### config.mk
export PLATFORM = sky130hd
export DESIGN_NAME = vn_merge
export DESIGN_NICKNAME = d
export VERILOG_FILES = /design/src/rtl/vn_pkg.sv /design/src/rtl/vn_merge.sv
export SDC_FILE = /design/constraint.sdc
export NUM_CORES = 1
export LEC_CHECK = 0
export BUFFER_PORTS_ARGS = -buffer_cell sky130_fd_sc_hd__buf_2
export CORE_AREA = 3 3 86 88
export DETAILED_ROUTE_END_ITERATION = 16
export DIE_AREA = 0 0 89 91
export GPL_TIMING_DRIVEN = 1
export PLACE_DENSITY = 0.93
export SKIP_CTS_REPAIR_TIMING = 1
export SLEW_MARGIN = 25
export SYNTH_ARGS = -nofsm -noshare
export SYNTH_HDL_FRONTEND = slang
export SYNTH_SLANG_ARGS = --single-unit
### constraint.sdc
create_clock -name clock -period 6.25 [get_ports clock]
set_input_delay 0.625 -clock clock [delete_from_list [all_inputs] [get_ports clock]]
set_output_delay 0.625 -clock clock [all_outputs]
set_load 0.01 [all_outputs]
### src/rtl/vn_pkg.sv
// ----------------------------------------------------------------------------
// vn_pkg
// Shared types and pipeline constants for the vector normalizer.
// ----------------------------------------------------------------------------
package vn_pkg;

   localparam int COMP_W      = 16;
   localparam int SUM_W       = 32;
   localparam int LEN_W       = 16;
   localparam int QUO_W       = 15;
   localparam int UNIT_SHIFT  = 14;
   localparam int LANES       = 3;

   localparam int SQRT_STEPS  = 16;
   localparam int DIV_STEPS   = UNIT_SHIFT + 1;
   // magnitude delay from the square stage to the divider entry
   localparam int MAG_DELAY   = SQRT_STEPS + 2;
   // abs, square, sum, root steps, quotient steps, merge
   localparam int PIPE_DEPTH  = 3 + SQRT_STEPS + DIV_STEPS + 1;

   localparam logic [LEN_W-1:0] EPS_RESET = 16'd1;

   typedef struct packed {
      logic signed [COMP_W-1:0] in_x;
      logic signed [COMP_W-1:0] in_y;
      logic signed [COMP_W-1:0] in_z;
   } req_type;

   typedef struct packed {
      logic signed [COMP_W-1:0] unit_x;
      logic signed [COMP_W-1:0] unit_y;
      logic signed [COMP_W-1:0] unit_z;
      logic [LEN_W-1:0]         length;
      logic                     too_small;
   } rsp_type;

   typedef struct packed {
      logic             neg;
      logic [QUO_W-1:0] quo;
   } lane_out_type;

endpackage

### src/rtl/vn_merge.sv
// ----------------------------------------------------------------------------
// vn_merge
// Combines the lane quotients with the length: sign restore, threshold test
// and zeroing of short vectors.
// ----------------------------------------------------------------------------
module vn_merge
   import vn_pkg::*;
(
   input  logic             clock,
   input  logic             en,
   input  lane_out_type     lanes [LANES],
   input  logic [LEN_W-1:0] len,
   input  logic [LEN_W-1:0] eps,
   output rsp_type          result
);

   rsp_type                  result_ff;
   rsp_type                  result_in;
   logic signed [COMP_W-1:0] unit [LANES];
   logic                     short_vec;

   always_comb begin
      short_vec = !(len > eps);
      for (int i = 0; i < LANES; i++) begin
         if (short_vec) begin
            unit[i] = '0;
         end else if (lanes[i].neg) begin
            unit[i] = -$signed(COMP_W'(lanes[i].quo));
         end else begin
            unit[i] = $signed(COMP_W'(lanes[i].quo));
         end
      end
      result_in.unit_x    = unit[0];
      result_in.unit_y    = unit[1];
      result_in.unit_z    = unit[2];
      result_in.length    = len;
      result_in.too_small = short_vec;
   end

   always_ff @(posedge clock) begin
      if (en) begin
         result_ff <= result_in;
      end
   end

   assign result = result_ff;

endmodule

==> metrics.cfg <==
[placed_design]
placed_area_mm2 = 0.00431
pre_cts_ws_ps = 3300
gp_congestion = 0.851
place_inst = 526
port_buffers = 146
dp_hpwl_um = 6750

[clock_network]
cts_root_buf = clkbuf_8
clkSlewWorstSetupHoldPaths_ps = 80
cts_made_buffers = 9
clockBufferDepth = 2
ctsHtreeMaxLevel = 3
tritoncts = built
cts_num_sinks = 65

[floorplan]
io_pins = 147
rows = 30
die-area_mm2 = 0.00810
start_util_pct = 52.0
fp.dieW_um = 89
core_mm2 = 0.00672
die_y_um = 91

[layout]
antenna_cells = 0
drive_gt1_share_pct = 37.0
fin_nets = 558
final_design_area_no_fill_mm2 = 0.00455
stdcell_count = 542
largest_reg_flops = 65
syn_to_final_growth_pct = 30.3
final_common_cell = buf_2
layout_common_cells = buf_2, edfxtp_1, nor2_1

[detailed_routing]
dr.max_layer_used = met4
met1Wirelength_um = 3260
wl_per_cell_um = 16.3
wl_met2_um = 4720
dr_wl_met3_um = 735
routed_wl_um = 8860
route.detailed.drc = 0
drtIter0Drc = 123
ant_nets = 0
vias_per_cell = 5.40
first_pass_iters = 5
vias = 2928

[synthesis]
yosys.cell_types.count = 37
yosys_warnings = 0
synthCells = 308
ys_seq_elements = 65
synth-edff-count = 65
synth_fp_nets = 409
syn_avg_cell_area_um2 = 11.3
synth_area_leaders = edfxtp_1, xor2_1, ha_1, nor2_1, o31ai_1
synth_area_leader_cell = edfxtp_1
synth_ff_type = edfxtp_1
netlist_area_mm2 = 0.00349
synth_top_cell_area_share_pct = 55.9
ys_seq_area_share_pct = 55.9
synth-async-reset-ratio_pct = 0

[sta]
min_period_ps = 2590
setup_tns_ps = 0
fmax_mhz = 386
fin_crit_sh_pct = 41.4
hold_viol_final = 0
final_max_slew_viol_count = 0
worst_pin_slew_ps = 832
setup_slack_ps = 3660
slew_headroom_pct = 44.5
rsz0062_at_grt = no
setup_viol = 0

[critical_path]
crit_type = in -> reg
start_kind = input pin
crit_chain = buf_2 -> ha_1 -> nand4_1 -> nor4_1 -> a21boi_0 -> o41ai_2 -> buf_4 -> nor4_1
critPathCapture = result[63]
cp-end-kind = flip-flop
arrival_ps = 2730
crit_start = len[14]
cp_slowest_stage_delay_ps = 390
crit_top_cell = nor4_1
cp.required_ps = 6390
path_max_fanout = 49
cp_slowest_cell = nor4_1

[global_route]
grt_usage_pct = 21.1
antenna_found_initial = 0
grt_max_degree = 66
grt_pass1_wl_um = 13200
grt_overflow_total = 0
grt_pass1_vias = 2838

[power_and_ir_drop]
cellPowerDensity_mw_per_mm2 = 261
leakage_nw = 2.02
ir_drop_uv = 167

[outcome]
status = complete, no violations

[job]
maxCapViolCount = 0

[hold_path]
hold_path.class = in -> reg

-- synth_stat cells (2+ instances only) --
library cell	instances
xnor2_1	4
xor2_1	30
or3_1	4
nand3_1	2
or4_1	5
nor4_1	6
nor2_1	51
edfxtp_1	65
ha_1	19
o211a_1	2
clkbuf_1	8
a21boi_0	2
mux2i_1	3
inv_1	24
nand4_1	5
buf_1	2
a21oi_1	7
nor3_1	7
or4_4	2
o21ai_0	8
o31ai_1	13
nor2b_1	3
o41ai_1	7
nand2_1	16
-- worst min path at each step --
| stage | from | end | slack, ps | cells after the start |
|---|---|---|---|---|
| finish | len[13] | result[14] | 480 | 1 |
| detailed placement | len[5] | result[6] | 820 | 1 |
| global placement | len[1] | result[2] | 820 | 1 |
| floorplan | len[9] | result[10] | 720 | 0 |
| global route | len[13] | result[14] | 470 | 1 |
| CTS | len[13] | result[14] | 470 | 1 |
-- cell type report --
class                      instances  area, µm²
clock inverter                     7        119
fill                             496       2170
multi-input combinational        209       1420
tap                               80        100
clock buffer                       9        124
inverter                          24       90.1
sequential                        65       1950
timing repair buffer             148        746
-- kinds of logic (layout without fill, tap and decap cells) --
| logic type | Yosys count | count (layout) | synth area share (%) |
|---|---|---|---|
| AO/OA/AOI/OAI | 44 | 44 | 8.78 |
| adder cells (fa/ha/maj) | 19 | 19 | 6.81 |
| buffers and inverters | 34 | 188 | 3.66 |
| AND/OR/NAND/NOR | 109 | 109 | 15.4 |
| multiplexers | 3 | 3 | 0.860 |
| XOR/XNOR | 34 | 34 | 8.53 |
| flip-flops | 65 | 65 | 55.9 |
-- through the flow --
| step | hold WS, ps | utilization, % | total power [mW] |
|---|---|---|---|
| final | 479 | 67.7 | 1.19 |
| after CTS | 467 | 67.7 | 1.19 |
| after global routing | 467 | 67.7 | 1.23 |
| after detailed placement | 822 | 64.1 | 0.761 |
| after floorplan | 724 | - | 0.653 |
| after global placement | 821 | 64.1 | 0.749 |
-- critical path: cells and delay by family --
kind / cells / cell delay, ps
AND/OR/NAND/NOR: 3 / 880
AO/OA/AOI/OAI: 2 / 500
buffers and inverters: 2 / 400
adder cells (fa/ha/maj): 1 / 300
-- routing by layer --
layer  GRT usage (%)  up-vias
met5               0        -
met4            7.57        0
met3            4.63       12
met2            39.1      126
met1            22.9     1368
li1                -     1422
-- report_power, final --
group | switching, mW | internal [mW]
clock | 0.170 | 0.265
sequential | 0.0114 | 0.532
combinational | 0.123 | 0.0851
total | 0.304 | 0.882
Power figures use the tool's default switching activity.
