### src/rtl/vn_pkg.sv
// ----------------------------------------------------------------------------
// vn_pkg
// Shared types and pipeline constants for the vector normalizer.
// ----------------------------------------------------------------------------
package vn_pkg;

   localparam int COMP_W      = 16;
   localparam int SUM_W       = 32;
   localparam int LEN_W       = 16;
   localparam int QUO_W       = 15;
   localparam int UNIT_SHIFT  = 14;
   localparam int LANES       = 3;

   localparam int SQRT_STEPS  = 16;
   localparam int DIV_STEPS   = UNIT_SHIFT + 1;
   // magnitude delay from the square stage to the divider entry
   localparam int MAG_DELAY   = SQRT_STEPS + 2;
   // abs, square, sum, root steps, quotient steps, merge
   localparam int PIPE_DEPTH  = 3 + SQRT_STEPS + DIV_STEPS + 1;

   localparam logic [LEN_W-1:0] EPS_RESET = 16'd1;

   typedef struct packed {
      logic signed [COMP_W-1:0] in_x;
      logic signed [COMP_W-1:0] in_y;
      logic signed [COMP_W-1:0] in_z;
   } req_type;

   typedef struct packed {
      logic signed [COMP_W-1:0] unit_x;
      logic signed [COMP_W-1:0] unit_y;
      logic signed [COMP_W-1:0] unit_z;
      logic [LEN_W-1:0]         length;
      logic                     too_small;
   } rsp_type;

   typedef struct packed {
      logic             neg;
      logic [QUO_W-1:0] quo;
   } lane_out_type;

endpackage

### src/rtl/vn_lane.sv
// ----------------------------------------------------------------------------
// vn_lane
// One component lane: magnitude, square, and a pipelined restoring divide
// of the magnitude scaled to Q1.14 by the vector length.
// ----------------------------------------------------------------------------
module vn_lane
   import vn_pkg::*;
(
   input  logic                     clock,
   input  logic                     en,
   input  logic signed [COMP_W-1:0] comp,
   input  logic [LEN_W-1:0]         len_in,
   output logic [SUM_W-1:0]         sq,
   output lane_out_type             result
);

   logic [COMP_W-1:0] abs_ff;
   logic              neg1_ff;
   logic [SUM_W-1:0]  sq_ff;
   logic [COMP_W-1:0] mag_d_ff [MAG_DELAY];
   logic              neg_d_ff [MAG_DELAY];

   logic [LEN_W-1:0]  rem_ff  [DIV_STEPS];
   logic [QUO_W-1:0]  quo_ff  [DIV_STEPS];
   logic [LEN_W-1:0]  dlen_ff [DIV_STEPS];
   logic              dneg_ff [DIV_STEPS];

   always_ff @(posedge clock) begin
      if (en) begin
         abs_ff      <= comp[COMP_W-1] ? COMP_W'(-comp) : COMP_W'(comp);
         neg1_ff     <= comp[COMP_W-1];
         sq_ff       <= SUM_W'(abs_ff) * SUM_W'(abs_ff);
         mag_d_ff[0] <= abs_ff;
         neg_d_ff[0] <= neg1_ff;
      end
   end

   for (genvar i = 1; i < MAG_DELAY; i++) begin : g_delay
      always_ff @(posedge clock) begin
         if (en) begin
            mag_d_ff[i] <= mag_d_ff[i-1];
            neg_d_ff[i] <= neg_d_ff[i-1];
         end
      end
   end

   for (genvar j = 0; j < DIV_STEPS; j++) begin : g_div
      logic [LEN_W-1:0] rem_p;
      logic             in_bit;
      logic [QUO_W-1:0] quo_p;
      logic [LEN_W-1:0] len_p;
      logic             neg_p;
      logic [LEN_W:0]   shifted;
      logic [LEN_W-1:0] rem_in;
      logic             q_bit;

      if (j == 0) begin : g_first
         assign rem_p  = {1'b0, mag_d_ff[MAG_DELAY-1][COMP_W-1:1]};
         assign in_bit = mag_d_ff[MAG_DELAY-1][0];
         assign quo_p  = '0;
         assign len_p  = len_in;
         assign neg_p  = neg_d_ff[MAG_DELAY-1];
      end else begin : g_next
         assign rem_p  = rem_ff[j-1];
         assign in_bit = 1'b0;
         assign quo_p  = quo_ff[j-1];
         assign len_p  = dlen_ff[j-1];
         assign neg_p  = dneg_ff[j-1];
      end

      always_comb begin
         shifted = {rem_p, in_bit};
         if (shifted >= {1'b0, len_p}) begin
            rem_in = LEN_W'(shifted - {1'b0, len_p});
            q_bit  = 1'b1;
         end else begin
            rem_in = shifted[LEN_W-1:0];
            q_bit  = 1'b0;
         end
      end

      always_ff @(posedge clock) begin
         if (en) begin
            rem_ff[j]  <= rem_in;
            quo_ff[j]  <= {quo_p[QUO_W-2:0], q_bit};
            dlen_ff[j] <= len_p;
            dneg_ff[j] <= neg_p;
         end
      end
   end

   assign sq         = sq_ff;
   assign result.neg = dneg_ff[DIV_STEPS-1];
   assign result.quo = quo_ff[DIV_STEPS-1];

endmodule

### config.mk
export PLATFORM = sky130hd
export DESIGN_NAME = vn_lane
export DESIGN_NICKNAME = d
export VERILOG_FILES = /design/src/rtl/vn_pkg.sv /design/src/rtl/vn_lane.sv
export SDC_FILE = /design/constraint.sdc
export NUM_CORES = 2
export LEC_CHECK = 0
export BUFFER_PORTS_ARGS = -buffer_cell sky130_fd_sc_hd__buf_4
export CAP_MARGIN = 5
export CORE_MARGIN = 5
export CORE_UTILIZATION = 35
export DETAILED_ROUTE_END_ITERATION = 12
export SLEW_MARGIN = 20
export SYNTH_ARGS = -nofsm -noshare
export SYNTH_HDL_FRONTEND = slang
export SYNTH_SLANG_ARGS = --single-unit
### constraint.sdc
create_clock -name clock -period 18.8 [get_ports clock]
set_clock_uncertainty 0.2 [all_clocks]
set_input_delay 2.82 -clock clock [delete_from_list [all_inputs] [get_ports clock]]
set_output_delay 2.82 -clock clock [all_outputs]
set_load 0.03 [all_outputs]
==> results_dict.tcl <==
set metrics [dict create \
    die_h_um 385 \
    grt_pass1_vias 28400 \
    grt.total_usage 0.123 \
    die_area_um2 149000 \
    hp-class "register to register" \
    synth-main-ff-cell "edfxtp_1" \
    initial_core_util 0.353 \
    relSlewSlack 0.290 \
    syn-num-nets 4302 \
    tightest_slew_ns 1.07 \
    critPathKind "register to register" \
    final_cell_mix "edfxtp_1, inv_1, ha_1" \
    synthesis.area_um2 49300 \
    cts_resized 0 \
    maxSlewViolCount 0 \
    r2r-end "sq[30]$_DFFE_PP_" \
    clockBufferDepth 3 \
    overflow 0 \
    synth_area_leader_cell "edfxtp_1" \
    synth_edf_count 936 \
    synth_area_leaders "edfxtp_1, ha_1, fa_1" \
    n_fill_cell 13000 \
    port_buffers 80 \
    grt_pass1_wl_um 148000 \
    r2r_slack_ns 11.35 \
    synth_top_area_share 0.570 \
    final_common_cell "edfxtp_1" \
    routed-via-count 27900 \
    rr_worst_depth 22 \
    critPathCapture "sq[30]$_DFFE_PP_" \
    synthesis.yosys.warnings 0 \
    fmax_mhz 134 \
    wl_per_cell_um 15.5 \
    startpoint "abs_ff[12]$_DFFE_PP_" \
    maxCapViolCount 0 \
    timing.rr.start "abs_ff[12]$_DFFE_PP_" \
    worstPathRequired_ns 19.05 \
    fin_nets 4449 \
    synth_seq_cells 936 \
    period_share 0.396 \
    drc 0 \
    clkTransAtPathRegs_ns 0.07 \
    drt_wl_total_um 91100 \
    final-setup-viol-count 0 \
    clkLatencyLatePin_ns 0.72 \
    holdPathStages 0 \
    insertedDiodeCount 0 \
    cp_max_fo 14 \
    cp_data_arrival_time_ns 7.69 \
    numClockSinks 936 \
    area_growth_pct 13.1 \
    cts_tree "built" \
    layout-drive-gt1-share 0.111 \
    coreArea_um2 140000 \
    critical_path.endpoint_type "register" \
    tns_ns 0 \
    postCtsSetupBuffers 0 \
    yosysSeqAreaShare 0.570 \
    drtPass1Iterations 5 \
    crit_path_start_kind "register" \
    cts.htree.levels 3 \
    io_pins 82 \
    hold_viol 0 \
    period_needed_ns 7.45 \
    rsz0062_at_grt "false" \
    gp_congestion 0.835 \
    drt_iter0_drc 1651 \
    synth.avg_cell_area_um2 13.1 \
    ant_nets 0 \
    status "finished clean" \
    min_from "mag_d_ff[16][10]$_DFFE_PP_" \
    num_rows 137 \
    synth.distinct_cells 70 \
    cts_buffers 105 \
    cts_root_buf "clkbuf_16" \
    synth-async-reset-ratio 0 \
    antenna_found_initial 1 \
    syn_inst 3752 \
    grt_max_degree 181 \
    die_x_um 385 \
    hpwl_um 64600 \
    hold_buffers 0 \
    via_per_inst 4.76 \
]
[per-layer routing]
layer / track usage / up-vias / wire length [um]
li1: - / 13700 / -
met1: 0.164 / 13600 / 41200
met2: 0.204 / 493 / 43300
met3: 0.0224 / 170 / 3640
met4: 0.0406 / 0 / 2850
met5: 0 / - / 0
[per-stage QoR]
step | instance area [um2] | hold slack (ns) | worst slack [ns] | utilization | std cells
2_1_floorplan | 49300 | 0.200 | 12.23 | - | 3752
3_3_place_gp | 52200 | 0.200 | 11.49 | 0.373 | 5668
3_5_place_dp | 52200 | 0.205 | 11.37 | 0.373 | 5668
4_1_cts | 55700 | 0.212 | 11.30 | 0.399 | 5866
5_1_grt | 55800 | 0.220 | 10.99 | 0.399 | 5866
6_report | 55800 | 0.212 | 11.35 | 0.399 | 5866
[cells in the mapped netlist (4+ instances only)]
cell type  number
a31o_2          7
nor3_1         62
nor2b_1        48
o41ai_1         5
xor2_1         59
o211ai_1       18
inv_1         556
a311oi_1        4
a41oi_1         9
and3_1         13
and2_1         64
nor4_1         15
o31a_1         16
buf_2          13
o31ai_1        14
nand4b_1        4
nor2_1        149
mux2_2        150
nand2b_1       25
a211o_1         9
or4_1           4
xnor2_1       142
o21ai_0       132
a21o_1         72
o211a_1         5
fa_1          178
edfxtp_1      936
o21bai_1       18
nand4_1        35
ha_1          338
nand2_1       214
a21boi_0       11
o21a_1         35
a21oi_1       163
or2_2           9
nor4b_1         4
a31oi_1        18
mux2_4          7
a2111oi_0       6
mux2i_1        15
nand3_1        46
or3_1          21
clkbuf_1       38
a211oi_1       19
[registers in the layout, summed over array words and instances, names as in the netlist]
| register | count |
|---|---|
| dneg_ff | 15 |
| rem_ff | 224 |
| mag_d_ff | 287 |
| abs_ff | 16 |
| quo_ff | 120 |
| neg_d_ff | 18 |
| neg1_ff | 1 |
| sq | 31 |
| dlen_ff | 224 |
[cells by family after synthesis]
family | after synthesis | share of synthesized area
other | 1 | 0.0000760
and+or+nand+nor | 725 | 0.0719
xor gates and xnor gates | 201 | 0.0357
DFF | 936 | 0.570
buffers and inverters | 611 | 0.0472
adders and majority gates | 516 | 0.158
muxes | 172 | 0.0394
AOI/OAI and AO/OA | 590 | 0.0777
[critical path, stage by stage (launching register included)]
cell      delay, ns
edfxtp_1       0.72
inv_1          0.28
nor2_1         0.29
ha_1           0.31
xor2_1         0.18
fa_1           0.49
inv_1          0.05
fa_1           0.52
fa_1           0.47
fa_1           0.58
inv_1          0.07
fa_1           0.54
inv_1          0.05
ha_1           0.35
nand2_1        0.14
nor4_1         0.39
a21oi_1        0.12
a21oi_1        0.54
a211oi_1       0.15
nor3_1         0.36
a21o_1         0.17
a21oi_1        0.07
xnor2_1        0.13
[how the worst min path moves through the flow]
stage,slack [ns],endpoint
after floorplan,0.20,dneg_ff[0][0]$_DFFE_PP_
after global placement,0.20,mag_d_ff[2][15]$_DFFE_PP_
after detailed placement,0.20,mag_d_ff[10][0]$_DFFE_PP_
after CTS,0.21,quo_ff[1][101]$_DFFE_PP_
after global routing,0.22,mag_d_ff[17][0]$_DFFE_PP_
final,0.21,mag_d_ff[17][10]$_DFFE_PP_
[area by class of cell]
class	instances	area, um2	area share
Clock buffer	116	2670	0.0479
Clock inverter	82	902	0.0162
Tap cell	1876	2350	0.0421
Multi-Input combinational cell	2205	18900	0.339
Inverter	556	2090	0.0374
Sequential cell	936	28100	0.504
Timing Repair Buffer	95	733	0.0132
Power is left out: the tool's default activity adds up to more than one toggle a clock period on the data nets, which glitch-free logic cannot reach.
