==> src/rtl/vn_pkg.sv <==
// ----------------------------------------------------------------------------
// vn_pkg
// Shared types and pipeline constants for the vector normalizer.
// ----------------------------------------------------------------------------
package vn_pkg;

   localparam int COMP_W      = 16;
   localparam int SUM_W       = 32;
   localparam int LEN_W       = 16;
   localparam int QUO_W       = 15;
   localparam int UNIT_SHIFT  = 14;
   localparam int LANES       = 3;

   localparam int SQRT_STEPS  = 16;
   localparam int DIV_STEPS   = UNIT_SHIFT + 1;
   // magnitude delay from the square stage to the divider entry
   localparam int MAG_DELAY   = SQRT_STEPS + 2;
   // abs, square, sum, root steps, quotient steps, merge
   localparam int PIPE_DEPTH  = 3 + SQRT_STEPS + DIV_STEPS + 1;

   localparam logic [LEN_W-1:0] EPS_RESET = 16'd1;

   typedef struct packed {
      logic signed [COMP_W-1:0] in_x;
      logic signed [COMP_W-1:0] in_y;
      logic signed [COMP_W-1:0] in_z;
   } req_type;

   typedef struct packed {
      logic signed [COMP_W-1:0] unit_x;
      logic signed [COMP_W-1:0] unit_y;
      logic signed [COMP_W-1:0] unit_z;
      logic [LEN_W-1:0]         length;
      logic                     too_small;
   } rsp_type;

   typedef struct packed {
      logic             neg;
      logic [QUO_W-1:0] quo;
   } lane_out_type;

endpackage

==> src/rtl/vn_sqrt_pipe.sv <==
// ----------------------------------------------------------------------------
// vn_sqrt_pipe
// Pipelined integer square root, one result bit per stage.
// ----------------------------------------------------------------------------
module vn_sqrt_pipe
   import vn_pkg::*;
(
   input  logic             clock,
   input  logic             en,
   input  logic [SUM_W-1:0] sum,
   output logic [LEN_W-1:0] root
);

   logic [SUM_W-1:0] n_ff    [SQRT_STEPS];
   logic [SUM_W-1:0] root_ff [SQRT_STEPS];

   for (genvar k = 0; k < SQRT_STEPS; k++) begin : g_step
      localparam logic [SUM_W-1:0] BIT_K = 32'h4000_0000 >> (2 * k);
      logic [SUM_W-1:0] n_p;
      logic [SUM_W-1:0] root_p;
      logic [SUM_W:0]   trial;
      logic [SUM_W-1:0] n_in;
      logic [SUM_W-1:0] root_in;

      if (k == 0) begin : g_first
         assign n_p    = sum;
         assign root_p = '0;
      end else begin : g_next
         assign n_p    = n_ff[k-1];
         assign root_p = root_ff[k-1];
      end

      always_comb begin
         trial = {1'b0, root_p} + {1'b0, BIT_K};
         if ({1'b0, n_p} >= trial) begin
            n_in    = n_p - trial[SUM_W-1:0];
            root_in = (root_p >> 1) + BIT_K;
         end else begin
            n_in    = n_p;
            root_in = root_p >> 1;
         end
      end

      always_ff @(posedge clock) begin
         if (en) begin
            n_ff[k]    <= n_in;
            root_ff[k] <= root_in;
         end
      end
   end

   assign root = root_ff[SQRT_STEPS-1][LEN_W-1:0];

endmodule

==> config.mk <==
export PLATFORM = sky130hd
export DESIGN_NAME = vn_sqrt_pipe
export DESIGN_NICKNAME = d
export VERILOG_FILES = /design/src/rtl/vn_pkg.sv /design/src/rtl/vn_sqrt_pipe.sv
export SDC_FILE = /design/constraint.sdc
export NUM_CORES = 1
export LEC_CHECK = 0
export ABC_AREA = 1
export CORE_ASPECT_RATIO = 0.9
export CORE_MARGIN = 4
export CORE_UTILIZATION = 45
export CTS_CLUSTER_DIAMETER = 30
export DETAILED_ROUTE_END_ITERATION = 7
export DONT_BUFFER_PORTS = 1
export PLACE_DENSITY = 0.63
export SLEW_MARGIN = 40
export SYNTH_ARGS = -nofsm -noshare
export SYNTH_HDL_FRONTEND = slang
export SYNTH_SLANG_ARGS = --single-unit
==> constraint.sdc <==
create_clock -name clock -period 2.2 [get_ports clock]
set_input_delay 0.11 -clock clock [delete_from_list [all_inputs] [get_ports clock]]
set_output_delay 0.11 -clock clock [all_outputs]
set_load 0.02 [all_outputs]
==> results_dict.tcl, run 1 <==
set metrics [dict create \
    clock-sinks 616 \
    ys_ff_latch 616 \
    status "completed" \
    dp_hpwl_mm 63.6 \
    seq_power_share_pct 36.9 \
    track_usage_pct 21.2 \
    synth_top_area_share_pct 54.6 \
    grt_setup_unrepaired "true" \
    drt_iter0_drc 2109 \
    synth_top_family_by_area "simple AND/OR/NAND/NOR gates" \
    cts_buffer_depth 3 \
    crit_family "simple AND/OR/NAND/NOR gates" \
    vias 27300 \
    grt_pass1_wl_mm 135 \
    cts_tree "done" \
    yosys.cell_types.count 48 \
    relSlewSlack_pct 24.0 \
    postPlaceCellArea_mm2 0.0375 \
    crit_chain "ha_4, nand2_1, buf_4, inv_1, nand2_1, nand2_1, inv_1, a21boi_1, nor2_1, nand3_1, nand2_1" \
    yosys.area_share.xor_xnor_pct 2.77 \
    fin_nets 4545 \
    dr.pass1.iters 5 \
    ant_nets 0 \
    maxClockFrequency_mhz 457 \
    fillers 6200 \
    async_reset_ff_share_pct 0 \
    yosys.area_share.adder_pct 5.54 \
    wire_per_inst_um 16.4 \
    end_kind "flip-flop" \
    yosysMostFrequentCell "nand2_1" \
    overflow 0 \
    p_int_mw 29.9 \
    cp-start-kind "flip-flop" \
    met3_usage_pct 3.68 \
    yosys_warnings 0 \
    powerDensity_mw_per_mm2 965 \
    die_area_mm2 0.0797 \
    syn_area_per_cell_um2 8.95 \
    cp_slowest_cell "edfxtp_1" \
    yosysTopAreaCell "edfxtp_1" \
    grt_busiest_layer "met2" \
    clk_latency_ps 680 \
    leakagePower_nw 19.7 \
    synth_common_cells "nand2_1 (1162), edfxtp_1 (616), inv_1 (590)" \
    crit_buf_inv 3 \
    synth-simple-area-share_pct 24.5 \
    ir_drop_mv 0.786 \
    pwr-share-clk_pct 39.5 \
    met2_usage_pct 34.1 \
    synthMuxAreaShare_pct 0 \
    synth_edf_count 616 \
    cp_num_cells 11 \
    postLayoutCoreUtil_pct 59.9 \
    io_pins 50 \
    hold_class "in2reg" \
    met1_usage_pct 30.3 \
    grt_pass1_vias 25500 \
    setup_viol 0 \
    hold_viol_final 0 \
    die_y_um 268 \
    synth_ff_type "edfxtp_1" \
    drt_wl_total_mm 89.1 \
    final_area_mm2 0.0447 \
    layout_setup_ws_ps 10.7 \
    synth_area_mm2 0.0339 \
    combPwrFrac_pct 23.6 \
    syn_nets 3968 \
    grt_max_degree 617 \
    power_mw 43.2 \
    worstSetupPathType "reg2reg" \
    worst_path_largest_cell_delay_ps 430 \
    drc 0 \
    p_sw_share_pct 30.7 \
    antenna_found_initial 0 \
    seq_area_frac_synth_pct 54.6 \
    rows 95 \
    tightest_slew_ps 1140 \
    min_path_cells 1 \
    path_common_cell "nand2_1" \
    fin_crit_ps 2190 \
    crit_arrival_ps 2570 \
    synth_area_leaders "edfxtp_1 (55%), nand2_1 (13%), inv_1 (6.5%)" \
    reg2regPathDepth 11 \
    globalplace.congestion 0.936 \
    numCtsBuffers 114 \
    power.switching_mw 13.2 \
    finalCritPeriodShare_pct 99.5 \
    clkSlewWorstSetupHoldPaths_ps 60 \
    die_width_um 297 \
    area_delta_synth_final_pct 32.2 \
    port_buffers 0 \
    cts_root_buffer "clkbuf_16" \
    core_region_area_mm2 0.0746 \
    syn_inst 3784 \
    viasPerCell 5.02 \
    fin_skew_ps 40.6 \
    layout-drive-gt1-share_pct 24.5 \
    pre_cts_slack_ps -280 \
    crit_fanout 5 \
    start_util_pct 45.4 \
    diodes 0 \
    required_ps 2580 \
    synth-compound-area-share_pct 5.15 \
    max_cap_violations 0 \
    slew_viol_final 0 \
    cts_max_level 3 \
]
routing by layer:
layer / part of all wire (%) / wire, µm / vias to the layer above
li1: - / - / 13600
met1: 46 / 40900 / 12700
met2: 46 / 40900 / 797
met3: 6.4 / 5690 / 115
met4: 1.8 / 1590 / 0
met5: 0 / 0 / -
what timing repair did:
action	4_1_cts	5_1_grt
gates resized for setup	78	376
pin swaps	19	109
endpoints found under the hold margin	545	71
hold buffers	33	2
buffers inserted	21	76
cloned	1	5
endpoints found under the setup margin	136	223
final timing paths:
path                               start                      to  slack (ps)
hold / removal                        en  n_ff[0][206]$_DFFE_PP_          20
hold reg to reg     n_ff[0][5]$_DFFE_PP_   n_ff[0][37]$_DFFE_PP_         440
setup / recovery  n_ff[1][143]$_DFFE_PP_  n_ff[1][184]$_DFFE_PP_          10
setup reg to reg  n_ff[1][143]$_DFFE_PP_  n_ff[1][184]$_DFFE_PP_          10
final cells by class:
type / count / area [µm²] / area share, %
Clock buffer: 125 / 2920 / 6.52
Inverter: 600 / 2280 / 5.10
Timing Repair Buffer: 486 / 4030 / 9.02
Clock inverter: 91 / 956 / 2.14
Tap cell: 970 / 1210 / 2.71
Sequential cell: 616 / 18500 / 41.3
Multi-Input combinational cell: 2541 / 14800 / 33.1
Timing Repair inverter: 2 / 17.5 / 0.0391
power groups by stage:
stage,combinational [mW],sequential (mW),clock (mW)
after floorplan,5.51,15.5,0
after global placement,8.37,16.0,0
after detailed placement,8.41,16.0,0
after CTS,8.76,15.8,17.4
after global routing,11.3,16.1,18.1
final,10.2,15.9,17.1
logic make-up after synthesis:
family                   after synthesis
AO/OA/AOI/OAI                        302
flip-flops                           616
AND/OR/NAND/NOR                     1981
adder cells (fa/ha/maj)              150
buffers and inverters                628
XOR/XNOR                             107
flip-flops by register name (all words and copies together) (netlist names):
name	cells
root_ff	136
n_ff	480
placed cells by master (no fill, tap or decap), drive strengths merged, types with 62 or more instances in the layout:
cell       n
a21oi    161
buf      450
clkbuf   126
edfxtp   616
ha       150
inv      617
nand2   1175
nand3    223
nor2     396
nor3      62
o21ai    112
xor2      68
metrics by stage:
step	cells	hold slack (ps)	TNS, ps
global placement	5073	209	-16530
detailed placement	5074	209	-12850
finish	5431	24.9	0
CTS	5345	-305	0
floorplan	3784	209	0
global route	5431	58.5	-2500
Power figures use the tool's default switching activity.
==> inputs of run 2 (changes only) <==
- PLACE_DENSITY: 0.63 -> 0.6
==> run 2 against run 1 <==
Against the previous run:
- the run now ends with hold timing, setup timing left
- sequential power is essentially flat
- combinational power is essentially flat
- non-clock buffer count shrank 20
- final cell count shrank 0.39%
- total power shrank 0.17%
- clock skew grew 0.81 ps
- critical endpoint is now n_ff[1][207]$_DFFE_PP_
==> results_dict.tcl, run 2 (same netlist as run 1, synthesis figures left out) <==
set metrics [dict create \
    die_width_um 297 \
    fin_skew_ps 41.4 \
    grt_pass1_wl_mm 135 \
    top_register "n_ff" \
    crit_family "simple AND/OR/NAND/NOR gates" \
    grt_pass1_vias 25500 \
    final_cell_mix "nand2_1 (1074), edfxtp_1 (616), inv_1 (562)" \
    clkSlewWorstSetupHoldPaths_ps 50 \
    final_common_cell "nand2_1" \
    maxClockFrequency_mhz 449 \
    finalCritPeriodShare_pct 101 \
    ant_nets 0 \
    power_mw 43.1 \
    die_area_mm2 0.0797 \
    clock-sinks 616 \
    diodes 0 \
    violations "hold timing, setup timing" \
    globalplace.congestion 0.925 \
    powerDensity_mw_per_mm2 967 \
    drc 0 \
    required_ps 2600 \
    hold_class "in2reg" \
    layout_setup_ws_ps -25.5 \
    dp_hpwl_mm 64.2 \
    fin_crit_ps 2230 \
    final_area_mm2 0.0446 \
    crit_chain "inv_2, ha_4, nand2_4, nor2_4, nand2_2, nor2_4, nand3_2, nand2_4, a21oi_4, buf_12, buf_8, buf_12, nand2_1, nand2_1" \
    tightest_slew_ps 783 \
    layout-drive-gt1-share_pct 23.5 \
    antenna_found_initial 1 \
    fin_hold_ws_ps -419 \
    crit_arrival_ps 2630 \
    fin_nets 4526 \
    setup_viol 2 \
    overflow 0 \
    slew_viol_final 0 \
    rows 95 \
    leakagePower_nw 19.5 \
    max_cap_violations 0 \
    drt_iter0_drc 1830 \
    vias 27200 \
    port_buffers 0 \
    worst_path_largest_cell_delay_ps 420 \
    numCtsBuffers 114 \
    cts_tree "done" \
    cts_max_level 3 \
    ir_drop_mv 0.875 \
    viasPerCell 5.02 \
    cp-start-kind "flip-flop" \
    worstSetupPathType "reg2reg" \
    grt_setup_unrepaired "true" \
    postPlaceCellArea_mm2 0.0374 \
    clk_latency_ps 670 \
    status "complete, but fails checks" \
    hold_viol_final 107 \
    holdBufCountCts 33 \
    track_usage_pct 21.3 \
    area_delta_synth_final_pct 31.7 \
    cts_root_buffer "clkbuf_16" \
    crit_fanout 5 \
    start_util_pct 45.4 \
    die_y_um 268 \
    drt_wl_total_mm 89.4 \
    grt_max_degree 617 \
    io_pins 50 \
    cts_buffer_depth 3 \
    relSlewSlack_pct 47.3 \
    rrSetupSlack_ps -30 \
    dr.pass1.iters 8 \
    crit_buf_inv 4 \
    core_region_area_mm2 0.0746 \
    wire_per_inst_um 16.5 \
    largest_register_ffs 480 \
    cp_slowest_cell "edfxtp_1" \
    reg_top3 "n_ff (480), root_ff (136)" \
    end_kind "flip-flop" \
]
[run 2: cell count changes in the layout (fill, tap and decap cells not counted), sizes merged, moves of 3 or more]
cell / previous run / this run
buf: 450 / 427
clkinv: 45 / 48
clkbuf: 126 / 133
clkinvlp: 22 / 13
inv: 617 / 620
[run 2: area by class of cell]
class | count | area (µm²)
fillers | 6309 | 30100
repair inverters | 3 | 28.8
flip-flops and latches | 616 | 18500
inverters | 600 | 2280
well taps | 970 | 1210
clock buffers | 127 | 2920
repair buffers | 466 | 3990
clock inverters | 87 | 938
multi-input cells | 2541 | 14700
[run 2: final timing paths]
kind / from / endpoint / cells after the start
max reg2reg: root_ff[1][171]$_DFFE_PP_ / n_ff[1][207]$_DFFE_PP_ / 14
min: en / n_ff[0][251]$_DFFE_PP_ / 0
max: root_ff[1][171]$_DFFE_PP_ / n_ff[1][207]$_DFFE_PP_ / 14
min reg2reg: n_ff[0][116]$_DFFE_PP_ / n_ff[0][148]$_DFFE_PP_ / 0
[run 2: per-stage QoR]
| step | setup WS (ps) | setup TNS, ps | instances | hold slack, ps | util (%) |
|---|---|---|---|---|---|
| 3_3_place_gp | -292 | -6590 | 5056 | 209 | 50.1 |
| 2_1_floorplan | 231 | 0 | 3784 | 209 | - |
| 5_1_grt | -90.8 | -2260 | 5410 | -468 | 59.7 |
| 3_5_place_dp | -246 | -6100 | 5056 | 209 | 50.1 |
| 6_report | -25.5 | -36.0 | 5410 | -419 | 59.7 |
| 4_1_cts | 1.13 | 0 | 5314 | -321 | 56.1 |
[run 2: timing repair]
item                       CTS  global route
gates resized for setup     42           368
hold endpoints to repair   530           107
cloned                       0            12
setup buffers               11            80
pin swaps                    8           103
setup endpoints to repair   96           215
[run 2: routing by layer]
layer	track usage [%]	vias up	part of all wire, %
met5	0	-	0.013
met1	30.5	12700	47
met3	3.47	135	5.9
li1	-	13600	-
met2	33.8	710	45
met4	5.85	2	2.0
[run 2: worst register-to-register path: stages, from the launching register on]
cell	delay, ps
edfxtp_1	420
inv_2	90
ha_4	320
nand2_4	70
nor2_4	120
nand2_2	80
nor2_4	100
nand3_2	110
nand2_4	110
a21oi_4	40
buf_12	140
buf_8	130
buf_12	120
nand2_1	50
nand2_1	70
[run 2: power by group]
| group | internal, mW | switching (mW) | leakage, nW |
|---|---|---|---|
| sequential | 14.8 | 1.17 | 5.91 |
| clock | 10.8 | 6.28 | 1.84 |
| combinational | 4.27 | 5.81 | 11.7 |
